File: src/rtl/kvt_pkg.sv
`timescale 1ns / 1ps
`default_nettype none
// ----------------------------------------------------------------------------
// kvt_pkg: shared types and constants of the key/value text tokenizer
// Byte classes, escape decoding, event and cause codes, queue sizing.
// ----------------------------------------------------------------------------
package kvt_pkg;

   localparam int MAX_DEPTH = 256;
   localparam int DEPTH_W   = $clog2(MAX_DEPTH + 1);

   localparam int QUEUE_DEPTH = 4;
   localparam int QPTR_W      = $clog2(QUEUE_DEPTH);
   localparam int QCNT_W      = $clog2(QUEUE_DEPTH + 1);

   localparam int RSP_DATA_W = 24;
   localparam int RSP_PAD_W  = RSP_DATA_W - 8 - DEPTH_W - 3;

   localparam logic [7:0] CH_NUL    = 8'h00;
   localparam logic [7:0] CH_SPACE  = 8'h20;
   localparam logic [7:0] CH_TAB    = 8'h09;
   localparam logic [7:0] CH_CR     = 8'h0D;
   localparam logic [7:0] CH_QUOTE  = 8'h22;
   localparam logic [7:0] CH_LBRACE = 8'h7B;
   localparam logic [7:0] CH_RBRACE = 8'h7D;
   localparam logic [7:0] CH_BSLASH = 8'h5C;

   typedef enum logic [2:0] {
      EV_KEY_CHAR = 3'd0,
      EV_KEY_END  = 3'd1,
      EV_VAL_CHAR = 3'd2,
      EV_PAIR_END = 3'd3,
      EV_OPEN     = 3'd4,
      EV_CLOSE    = 3'd5,
      EV_DONE     = 3'd6,
      EV_ERROR    = 3'd7
   } kvt_event_type;

   typedef enum logic [2:0] {
      CAUSE_NONE   = 3'd0,
      CAUSE_ESCAPE = 3'd1,
      CAUSE_CHAR   = 3'd2,
      CAUSE_DEPTH  = 3'd3,
      CAUSE_END    = 3'd4
   } kvt_cause_type;

   typedef enum logic [5:0] {
      MODE_EXPECT    = 6'b000001,
      MODE_NAME      = 6'b000010,
      MODE_NAME_ESC  = 6'b000100,
      MODE_AFTER     = 6'b001000,
      MODE_VALUE     = 6'b010000,
      MODE_VALUE_ESC = 6'b100000
   } kvt_mode_type;

   // One classified byte as it travels from the front end to the back end.
   typedef struct packed {
      logic       eob;
      logic       blank;
      logic       quote;
      logic       lbrace;
      logic       rbrace;
      logic       bslash;
      logic       esc_ok;
      logic [7:0] esc_char;
      logic [7:0] raw;
   } kvt_item_type;

   // Escape table: bit 8 marks a supported escape, bits 7:0 give its value.
   function automatic logic [8:0] kvt_decode_escape(input logic [7:0] c);
      logic [8:0] r;
      begin
         unique case (c)
            8'h27:   r = {1'b1, 8'h27};
            8'h22:   r = {1'b1, 8'h22};
            8'h3F:   r = {1'b1, 8'h3F};
            8'h5C:   r = {1'b1, 8'h5C};
            8'h61:   r = {1'b1, 8'h07};
            8'h62:   r = {1'b1, 8'h08};
            8'h66:   r = {1'b1, 8'h0C};
            8'h6E:   r = {1'b1, 8'h0A};
            8'h72:   r = {1'b1, 8'h0D};
            8'h74:   r = {1'b1, 8'h09};
            8'h76:   r = {1'b1, 8'h0B};
            default: r = {1'b0, 8'h00};
         endcase
         return r;
      end
   endfunction

endpackage
`default_nettype wire

File: src/rtl/kvt_front.sv
`timescale 1ns / 1ps
`default_nettype none
// ----------------------------------------------------------------------------
// kvt_front: input acceptance and byte classification
// Take a transfer while the queue has room and tag the byte with its classes.
// ----------------------------------------------------------------------------
module kvt_front
   import kvt_pkg::*;
(
   input  wire logic         req_tvalid,
   output logic              req_tready,
   input  wire logic [7:0]   req_tdata,   // [7:0] text_byte
   input  wire logic         req_tuser,   // [0] action
   input  wire logic         q_ready,
   output logic              q_push,
   output kvt_item_type      q_item
);

   logic [8:0] esc;

   assign esc        = kvt_decode_escape(req_tdata);
   assign req_tready = q_ready;
   assign q_push     = req_tvalid && q_ready;

   always_comb begin
      q_item.eob      = req_tuser || (req_tdata == CH_NUL);
      q_item.blank    = (req_tdata == CH_SPACE) ||
                        ((req_tdata >= CH_TAB) && (req_tdata <= CH_CR));
      q_item.quote    = (req_tdata == CH_QUOTE);
      q_item.lbrace   = (req_tdata == CH_LBRACE);
      q_item.rbrace   = (req_tdata == CH_RBRACE);
      q_item.bslash   = (req_tdata == CH_BSLASH);
      q_item.esc_ok   = esc[8];
      q_item.esc_char = esc[7:0];
      q_item.raw      = req_tdata;
   end

endmodule
`default_nettype wire

File: src/rtl/kvt_queue.sv
`timescale 1ns / 1ps
`default_nettype none
// ----------------------------------------------------------------------------
// kvt_queue: short item queue between front and back end
// Register classified bytes so that either side can stall on its own.
// ----------------------------------------------------------------------------
module kvt_queue
   import kvt_pkg::*;
(
   input  wire logic         clock,
   input  wire logic         reset,
   input  wire logic         push,
   input  wire kvt_item_type push_item,
   output logic              ready,
   input  wire logic         pop,
   output logic              valid,
   output kvt_item_type      head_item
);

   kvt_item_type              entry_ff [QUEUE_DEPTH];
   logic [QPTR_W-1:0]         wr_ptr_ff, wr_ptr_in;
   logic [QPTR_W-1:0]         rd_ptr_ff, rd_ptr_in;
   logic [QCNT_W-1:0]         count_ff, count_in;

   assign ready     = (count_ff != QCNT_W'(QUEUE_DEPTH));
   assign valid     = (count_ff != '0);
   assign head_item = entry_ff[rd_ptr_ff];

   always_comb begin
      wr_ptr_in = push ? wr_ptr_ff + QPTR_W'(1) : wr_ptr_ff;
      rd_ptr_in = pop  ? rd_ptr_ff + QPTR_W'(1) : rd_ptr_ff;
      count_in  = count_ff;
      if (push && !pop) begin
         count_in = count_ff + QCNT_W'(1);
      end else if (pop && !push) begin
         count_in = count_ff - QCNT_W'(1);
      end
   end

   always_ff @(posedge clock) begin
      if (reset) begin
         wr_ptr_ff <= '0;
         rd_ptr_ff <= '0;
         count_ff  <= '0;
      end else begin
         wr_ptr_ff <= wr_ptr_in;
         rd_ptr_ff <= rd_ptr_in;
         count_ff  <= count_in;
      end
   end

   always_ff @(posedge clock) begin
      if (push) begin
         entry_ff[wr_ptr_ff] <= push_item;
      end
   end

endmodule
`default_nettype wire

File: src/rtl/kvt_back.sv
`timescale 1ns / 1ps
`default_nettype none
// ----------------------------------------------------------------------------
// kvt_back: tokenizer state machine and result register
// Advance the parse mode, nesting depth and sticky error for each byte.
// ----------------------------------------------------------------------------
module kvt_back
   import kvt_pkg::*;
(
   input  wire logic                   clock,
   input  wire logic                   reset,
   input  wire logic                   q_valid,
   output logic                        q_pop,
   input  wire kvt_item_type           q_item,
   output logic                        rsp_tvalid,
   input  wire logic                   rsp_tready,
   output logic [RSP_DATA_W-1:0]       rsp_tdata,  // [7:0] decoded_char,
                                                   // [16:8] nest_depth,
                                                   // [19:17] error_cause
   output logic [2:0]                  rsp_tuser   // [2:0] event_kind
);

   kvt_mode_type          mode_ff, mode_in;
   logic [DEPTH_W-1:0]    depth_ff, depth_in;
   logic                  failed_ff, failed_in;
   kvt_cause_type         cause_ff, cause_in;

   logic                  out_valid_ff, out_valid_in;
   kvt_event_type         kind_ff;
   logic [7:0]            char_ff;
   logic [DEPTH_W-1:0]    out_depth_ff;
   kvt_cause_type         out_cause_ff;

   logic                  emit;
   kvt_event_type         ev_kind;
   logic [7:0]            ev_char;
   logic [DEPTH_W-1:0]    ev_depth;
   kvt_cause_type         ev_cause;

   // Take the next byte whenever the result register is free or draining.
   assign q_pop = q_valid && (!out_valid_ff || rsp_tready);

   always_comb begin
      mode_in   = mode_ff;
      depth_in  = depth_ff;
      failed_in = failed_ff;
      cause_in  = cause_ff;
      emit      = 1'b0;
      ev_kind   = EV_DONE;
      ev_char   = 8'h00;
      ev_depth  = depth_ff;
      ev_cause  = CAUSE_NONE;

      if (q_pop) begin
         if (q_item.eob) begin
            emit = 1'b1;
            priority if (failed_ff) begin
               ev_kind  = EV_ERROR;
               ev_cause = cause_ff;
            end else if (mode_ff != MODE_EXPECT) begin
               ev_kind  = EV_ERROR;
               ev_cause = CAUSE_END;
            end else begin
               ev_kind  = EV_DONE;
            end
            mode_in   = MODE_EXPECT;
            depth_in  = '0;
            failed_in = 1'b0;
            cause_in  = CAUSE_NONE;
         end else if (!failed_ff) begin
            unique case (mode_ff)
               MODE_NAME, MODE_VALUE: begin
                  if (q_item.bslash) begin
                     mode_in = (mode_ff == MODE_NAME) ? MODE_NAME_ESC : MODE_VALUE_ESC;
                  end else if (q_item.quote) begin
                     emit = 1'b1;
                     if (mode_ff == MODE_NAME) begin
                        mode_in = MODE_AFTER;
                        ev_kind = EV_KEY_END;
                     end else begin
                        mode_in = MODE_EXPECT;
                        ev_kind = EV_PAIR_END;
                     end
                  end else begin
                     emit    = 1'b1;
                     ev_kind = (mode_ff == MODE_NAME) ? EV_KEY_CHAR : EV_VAL_CHAR;
                     ev_char = q_item.raw;
                  end
               end
               MODE_NAME_ESC, MODE_VALUE_ESC: begin
                  emit = 1'b1;
                  if (q_item.esc_ok) begin
                     ev_char = q_item.esc_char;
                     if (mode_ff == MODE_NAME_ESC) begin
                        mode_in = MODE_NAME;
                        ev_kind = EV_KEY_CHAR;
                     end else begin
                        mode_in = MODE_VALUE;
                        ev_kind = EV_VAL_CHAR;
                     end
                  end else begin
                     failed_in = 1'b1;
                     cause_in  = CAUSE_ESCAPE;
                     ev_kind   = EV_ERROR;
                     ev_cause  = CAUSE_ESCAPE;
                  end
               end
               MODE_AFTER: begin
                  priority if (q_item.blank) begin
                     mode_in = MODE_AFTER;
                  end else if (q_item.quote) begin
                     mode_in = MODE_VALUE;
                  end else if (q_item.lbrace && (depth_ff < DEPTH_W'(MAX_DEPTH))) begin
                     emit     = 1'b1;
                     depth_in = depth_ff + DEPTH_W'(1);
                     mode_in  = MODE_EXPECT;
                     ev_kind  = EV_OPEN;
                     ev_depth = depth_ff + DEPTH_W'(1);
                  end else begin
                     emit      = 1'b1;
                     failed_in = 1'b1;
                     cause_in  = q_item.lbrace ? CAUSE_DEPTH : CAUSE_CHAR;
                     ev_kind   = EV_ERROR;
                     ev_cause  = q_item.lbrace ? CAUSE_DEPTH : CAUSE_CHAR;
                  end
               end
               default: begin
                  // Expect name: skip blanks, open a name, close a node, or flag any other byte.
                  mode_in = MODE_EXPECT;
                  priority if (q_item.blank) begin
                     mode_in = MODE_EXPECT;
                  end else if (q_item.quote) begin
                     mode_in = MODE_NAME;
                  end else if (q_item.rbrace && (depth_ff != '0)) begin
                     emit     = 1'b1;
                     depth_in = depth_ff - DEPTH_W'(1);
                     ev_kind  = EV_CLOSE;
                     ev_depth = depth_ff - DEPTH_W'(1);
                  end else begin
                     emit      = 1'b1;
                     failed_in = 1'b1;
                     cause_in  = CAUSE_CHAR;
                     ev_kind   = EV_ERROR;
                     ev_cause  = CAUSE_CHAR;
                  end
               end
            endcase
         end
      end

      priority if (emit) begin
         out_valid_in = 1'b1;
      end else if (rsp_tready) begin
         out_valid_in = 1'b0;
      end else begin
         out_valid_in = out_valid_ff;
      end
   end

   always_ff @(posedge clock) begin
      if (reset) begin
         mode_ff      <= MODE_EXPECT;
         depth_ff     <= '0;
         failed_ff    <= 1'b0;
         cause_ff     <= CAUSE_NONE;
         out_valid_ff <= 1'b0;
      end else begin
         mode_ff      <= mode_in;
         depth_ff     <= depth_in;
         failed_ff    <= failed_in;
         cause_ff     <= cause_in;
         out_valid_ff <= out_valid_in;
      end
   end

   always_ff @(posedge clock) begin
      if (emit) begin
         kind_ff      <= ev_kind;
         char_ff      <= ev_char;
         out_depth_ff <= ev_depth;
         out_cause_ff <= ev_cause;
      end
   end

   assign rsp_tvalid = out_valid_ff;
   assign rsp_tuser  = kind_ff;
   assign rsp_tdata  = {{RSP_PAD_W{1'b0}}, out_cause_ff, out_depth_ff, char_ff};

endmodule
`default_nettype wire

File: src/rtl/keyvalue_text_tokenizer.sv
`timescale 1ns / 1ps
`default_nettype none
// ----------------------------------------------------------------------------
// keyvalue_text_tokenizer: streaming tokenizer for nested quoted key/value text
// Turns a byte stream into key, value, node and outcome events.
// ----------------------------------------------------------------------------
// The block takes one text byte per clock while req_tready is high and
// gives at most one event per byte: key and value characters with escapes
// resolved, key end, pair end, node open and close with the new nesting
// depth, and on end of buffer (tuser high or a zero byte) either done or an
// error with its cause. The first error is reported at once; later data
// bytes are dropped until end of buffer, which repeats the error and
// restarts the tokenizer. Sustained rate is one byte per cycle while
// rsp_tready stays high, set by the state update in the back end; a byte
// passes the four-entry queue and then the result register before its
// event is presented. Silent bytes (blanks, opening quotes, backslashes)
// still take their turn in the back end. The queue lets req_tready stay
// high for up to four transfers while a result waits on rsp_tready.
// ----------------------------------------------------------------------------
module keyvalue_text_tokenizer
   import kvt_pkg::*;
(
   input  wire logic                   clock,
   input  wire logic                   reset,
   input  wire logic                   req_tvalid,
   output logic                        req_tready,
   input  wire logic [7:0]             req_tdata,   // [7:0] text_byte
   input  wire logic                   req_tuser,   // [0] action
   output logic                        rsp_tvalid,
   input  wire logic                   rsp_tready,
   output logic [RSP_DATA_W-1:0]       rsp_tdata,   // [7:0] decoded_char,
                                                    // [16:8] nest_depth,
                                                    // [19:17] error_cause
   output logic [2:0]                  rsp_tuser    // [2:0] event_kind
);

   // Classified byte entering the queue and the one leaving it.
   kvt_item_type  push_item;
   kvt_item_type  head_item;
   logic          q_ready;
   logic          q_push;
   logic          q_valid;
   logic          q_pop;

   // Front end: accept the transfer and classify the byte.
   kvt_front u_front (
      .req_tvalid (req_tvalid),
      .req_tready (req_tready),
      .req_tdata  (req_tdata),
      .req_tuser  (req_tuser),
      .q_ready    (q_ready),
      .q_push     (q_push),
      .q_item     (push_item)
   );

   // Decoupling queue: hold classified bytes while the back end stalls.
   kvt_queue u_queue (
      .clock     (clock),
      .reset     (reset),
      .push      (q_push),
      .push_item (push_item),
      .ready     (q_ready),
      .pop       (q_pop),
      .valid     (q_valid),
      .head_item (head_item)
   );

   // Back end: advance the tokenizer and register the event.
   kvt_back u_back (
      .clock      (clock),
      .reset      (reset),
      .q_valid    (q_valid),
      .q_pop      (q_pop),
      .q_item     (head_item),
      .rsp_tvalid (rsp_tvalid),
      .rsp_tready (rsp_tready),
      .rsp_tdata  (rsp_tdata),
      .rsp_tuser  (rsp_tuser)
   );

`ifndef SYNTHESIS
   // A cause is carried only by an error event.
   assert property (@(posedge clock) disable iff (reset)
      (rsp_tvalid && (rsp_tuser != EV_ERROR)) |-> (rsp_tdata[19:17] == CAUSE_NONE))
      else $error("cause on a non-error event");

   // Opening a node always leaves a nonzero depth within the limit.
   assert property (@(posedge clock) disable iff (reset)
      (rsp_tvalid && (rsp_tuser == EV_OPEN)) |->
         ((rsp_tdata[16:8] != '0) && (rsp_tdata[16:8] <= DEPTH_W'(MAX_DEPTH))))
      else $error("node open with bad depth");

   // Only key and value characters carry a character.
   assert property (@(posedge clock) disable iff (reset)
      (rsp_tvalid && (rsp_tuser != EV_KEY_CHAR) && (rsp_tuser != EV_VAL_CHAR)) |->
         (rsp_tdata[7:0] == 8'h00))
      else $error("character on a non-character event");

   // No result is presented right after reset.
   assert property (@(posedge clock) reset |=> !rsp_tvalid)
      else $error("result valid after reset");
`endif

endmodule
`default_nettype wire
File: config.mk
export PLATFORM = sky130hd
export DESIGN_NAME = keyvalue_text_tokenizer
export DESIGN_NICKNAME = d
export VERILOG_FILES = /design/src/rtl/kvt_pkg.sv /design/src/rtl/kvt_front.sv /design/src/rtl/kvt_queue.sv /design/src/rtl/kvt_back.sv /design/src/rtl/keyvalue_text_tokenizer.sv
export SDC_FILE = /design/constraint.sdc
export NUM_CORES = 1
export LEC_CHECK = 0
export BUFFER_PORTS_ARGS = -buffer_cell sky130_fd_sc_hd__buf_2
export CELL_PAD_IN_SITES_DETAIL_PLACEMENT = 1
export CELL_PAD_IN_SITES_GLOBAL_PLACEMENT = 2
export CORE_UTILIZATION = 43
export CTS_CLUSTER_DIAMETER = 50
export DETAILED_ROUTE_END_ITERATION = 10
export PLACE_DENSITY = 0.83
export SETUP_SLACK_MARGIN = 0.05
export SLEW_MARGIN = 10
export SYNTH_ARGS = -nofsm -noshare
export SYNTH_HDL_FRONTEND = slang
export SYNTH_HIERARCHICAL = 1
export SYNTH_SLANG_ARGS = --single-unit
File: constraint.sdc
create_clock -name clock -period 4.2 [get_ports clock]
set_input_delay 0.84 -clock clock [delete_from_list [all_inputs] [get_ports clock]]
set_output_delay 0.84 -clock clock [all_outputs]
set_load 0.005 [all_outputs]
==> out/metrics.csv <==
stage,metric,value,unit
floorplanning,io_pins,42,
timing,tightest_slew,0.985,ns
setup_path,worstRegToRegCells,8,
synth,synth_ff_type,edfxtp_1,
synth,syn-cell-area,6980,um^2
synth,synth_edf_count,115,
timing,hold_slack,0.497,ns
routing,vias,4740,
timing,timing.fmax,305,MHz
setup_path,crit_required,4.37,ns
timing,period_minus_slack,3.28,ns
routing,drc_errors,0,
setup_path,crit_arrival,3.46,ns
grt,antenna_found_initial,0,
power,finalPower,4.68,mW
place,dp_cells,770,
place,port-buffer-count,37,
floorplanning,core_area,15900,um^2
synth,yosysWarnings,6,
grt,grt_overflow,0,
setup_path,critPathTopFamily,simple AND/OR/NAND/NOR gates,
timing,finalHoldViolCount,0,
place,pre_cts_ws,0.903,ns
synth,avgSynthCellArea,12.5,um^2
clock_network,cts_resized,0,
layout,insertedDiodeCount,0,
synth,synth_common_cells,"115 x edfxtp_1, 48 x nor2_1, 33 x nand2_1, 28 x dfxtp_1, 26 x a21oi_1",
min_path,whs_endpoint,u_back/cause_ff[0],
clock_network,clk_pin_slew,0.06,ns
place,place_hpwl,11300,um
clock_network,numCtsBuffers,17,
timing,fin_skew,0.00918,ns
synth,yosys-mux-area-fraction,0.0816,
setup_path,r2r_setup_slack,0.92,ns
synth,synth.distinct_cells,75,
setup_path,critPathMaxFanout,15,
routing,final_antenna_net_count,0,
floorplanning,die_w,129,um
synth,ys_seq_area_frac,0.575,
clock_network,cts_tree,done,
synth,yosysTopAreaCellShare,0.495,
setup_path,cp_slowest_cell,dfxtp_1,
routing,drtIter0Drc,428,
clock_network,ctsHoldBuffers,0,
routing,wl,17100,um
floorplanning,fp-row-count,46,
routing,viasPerCell,5.91,
min_path,hold_path.class,reg2reg,
timing,rsz0062_at_grt,no,
floorplanning,dieArea,16700,um^2
timing,tns,0,ns
synth,synth_fa_ha_area_frac,0.0154,
grt,first_global_vias,4796,
clock_network,cts-htree-levels,4,
synth,synth-simple-area-share,0.154,
timing,slew_headroom,0.343,
routing,avgRoutedWirePerCell,21.3,um
grt,track_usage,0.219,
layout,utilization,0.491,
setup_path,cp-end-kind,register,
power,powerDensity,601,nW/um^2
power,ir_drop,0.436,mV
synth,synth_compound_area_frac,0.103,
synth,synthTopCellsByArea,"edfxtp_1 49%, dfxtp_1 8.0%, mux4_2 6.5%",
clock_network,clock_sinks,143,
timing,finalCritPeriodShare,0.781,
setup_path,path_cells,"buf_4, mux4_1, or3b_4, a31oi_1, and4_1, a21oi_1, o41ai_1, nand2_1",
place,dpl_cell_area,7210,um^2
layout,layout.cells.non_filler,802,
clock_network,cts_setup_buffers,0,
clock_network,clock-root-buffer,clkbuf_16,
timing,drv_slew,0,
synth,synth_xor_area_frac,0.0163,
layout,nFillCells,1661,
setup_path,critPathMaxStageDelay,0.72,ns
power,leakage,2.66,nW
synth,synth_seq_cells,143,
place,gp_congestion,0.859,
clock_network,worst_skew_pair.late_latency,0.43,ns
timing,setup_viol,0,
setup_path,crit_path_start_kind,register,
routing,firstDrtPassIters,5,
floorplanning,start_util,0.439,
synth,synth_most_common_cell,edfxtp_1,
synth,synthArstFlopShare,0,
min_path,min_path_cells,2,
layout,stdcell_area,7800,um^2
synth,netlist_instances,557,
timing,setup_ws,0.919,ns
layout,final_nets,594,
grt,grt_start_max_net_pins,30,
synth,synth_top_cell_by_area,edfxtp_1,
min_path,hp-start,u_back/cause_ff[0],
floorplanning,die_h,129,um
setup_path,worstSetupPathType,reg2reg,
synth,synth_top_family_by_area,simple AND/OR/NAND/NOR gates,
grt,grt_pass1_wl,26800,um
layout,drive_gt1_frac,0.196,
layout,syn2layout_area_growth,11.7,%
run_status,outcome,completed,
setup_path,r2r-end,u_back/out_depth_ff[7],
flow_run,timing.max_cap.violations,0,
setup_path,path_buf_inv,1,
clock_network,clockBufferDepth,2,
cells by family (layout without fill, tap and decap cells):
kind of cell	count (synthesis)	count (layout)
and+or+nand+nor	191	191
buffers and inverters	67	93
adders and majority gates	8	8
DFF	143	143
xor gates and xnor gates	13	13
AOI/OAI and AO/OA	106	106
muxes	27	27
other	2	5
area by class of cell:
class	instances	area (um^2)	share of cell area
clock buffers	17	425	0.0546
clock inverters	15	165	0.0212
inverters	13	48.8	0.00626
multi-input cells	350	2610	0.334
flip-flops and latches	143	4010	0.515
well taps	216	270	0.0347
repair buffers	48	268	0.0343
cells in the final DEF, fill, tap and decap left out, types with 10 or more instances in the layout:
cell and n:
edfxtp_1 115, nor2_1 47, buf_2 37, nand2_1 33
dfxtp_1 28, a21oi_1 26, o21ai_0 21, mux4_2 20
clkbuf_16 17, inv_1 13, nand3_1 13, buf_4 11
nor3_1 10, a22oi_1 10
tightest hold or removal path, cell delays in order (launching register included):
cell     delay (ns)
dfxtp_1        0.31
o21ai_0        0.07
a21oi_1        0.07
state kept, by name, indices dropped and copies added (netlist names), 2 cells and up, named ones only:
signal	cells
u_queue/entry_ff	92
u_queue/wr_ptr_ff	2
u_back/cause_ff	2
u_back/mode_ff	6
u_back/out_cause_ff	3
u_back/out_depth_ff	9
u_back/char_ff	8
u_queue/rd_ptr_ff	2
u_back/depth_ff	9
u_queue/count_ff	3
u_back/rsp_tuser	3
per-layer routing:
layer / up-vias / part of all wire / GRT usage
li1: 2157 / - / -
met1: 2433 / 0.42 / 0.263
met2: 118 / 0.52 / 0.385
met3: 32 / 0.033 / 0.0475
met4: 0 / 0.021 / 0.0830
met5: - / 0 / 0
worst max path at each step:
stage                             end  slack, ns  depth (start not counted)
2_1_floorplan       u_back/char_ff[0]       0.90                          7
3_3_place_gp   u_back/out_depth_ff[7]       0.98                          8
3_5_place_dp       u_back/depth_ff[5]       0.90                          8
4_1_cts        u_back/out_depth_ff[7]       0.89                          8
5_1_grt        u_back/out_depth_ff[7]       0.65                          8
6_report       u_back/out_depth_ff[7]       0.92                          8
power by group:
| part | total, mW | leakage, nW | internal [mW] | switching [mW] |
|---|---|---|---|---|
| sequential | 1.91 | 1.28 | 1.79 | 0.117 |
| combinational | 1.27 | 1.10 | 0.497 | 0.770 |
| clock | 1.50 | 0.280 | 0.845 | 0.658 |
| total | 4.68 | 2.66 | 3.14 | 1.55 |
Note: power is estimated with default switching activity, not from simulation.
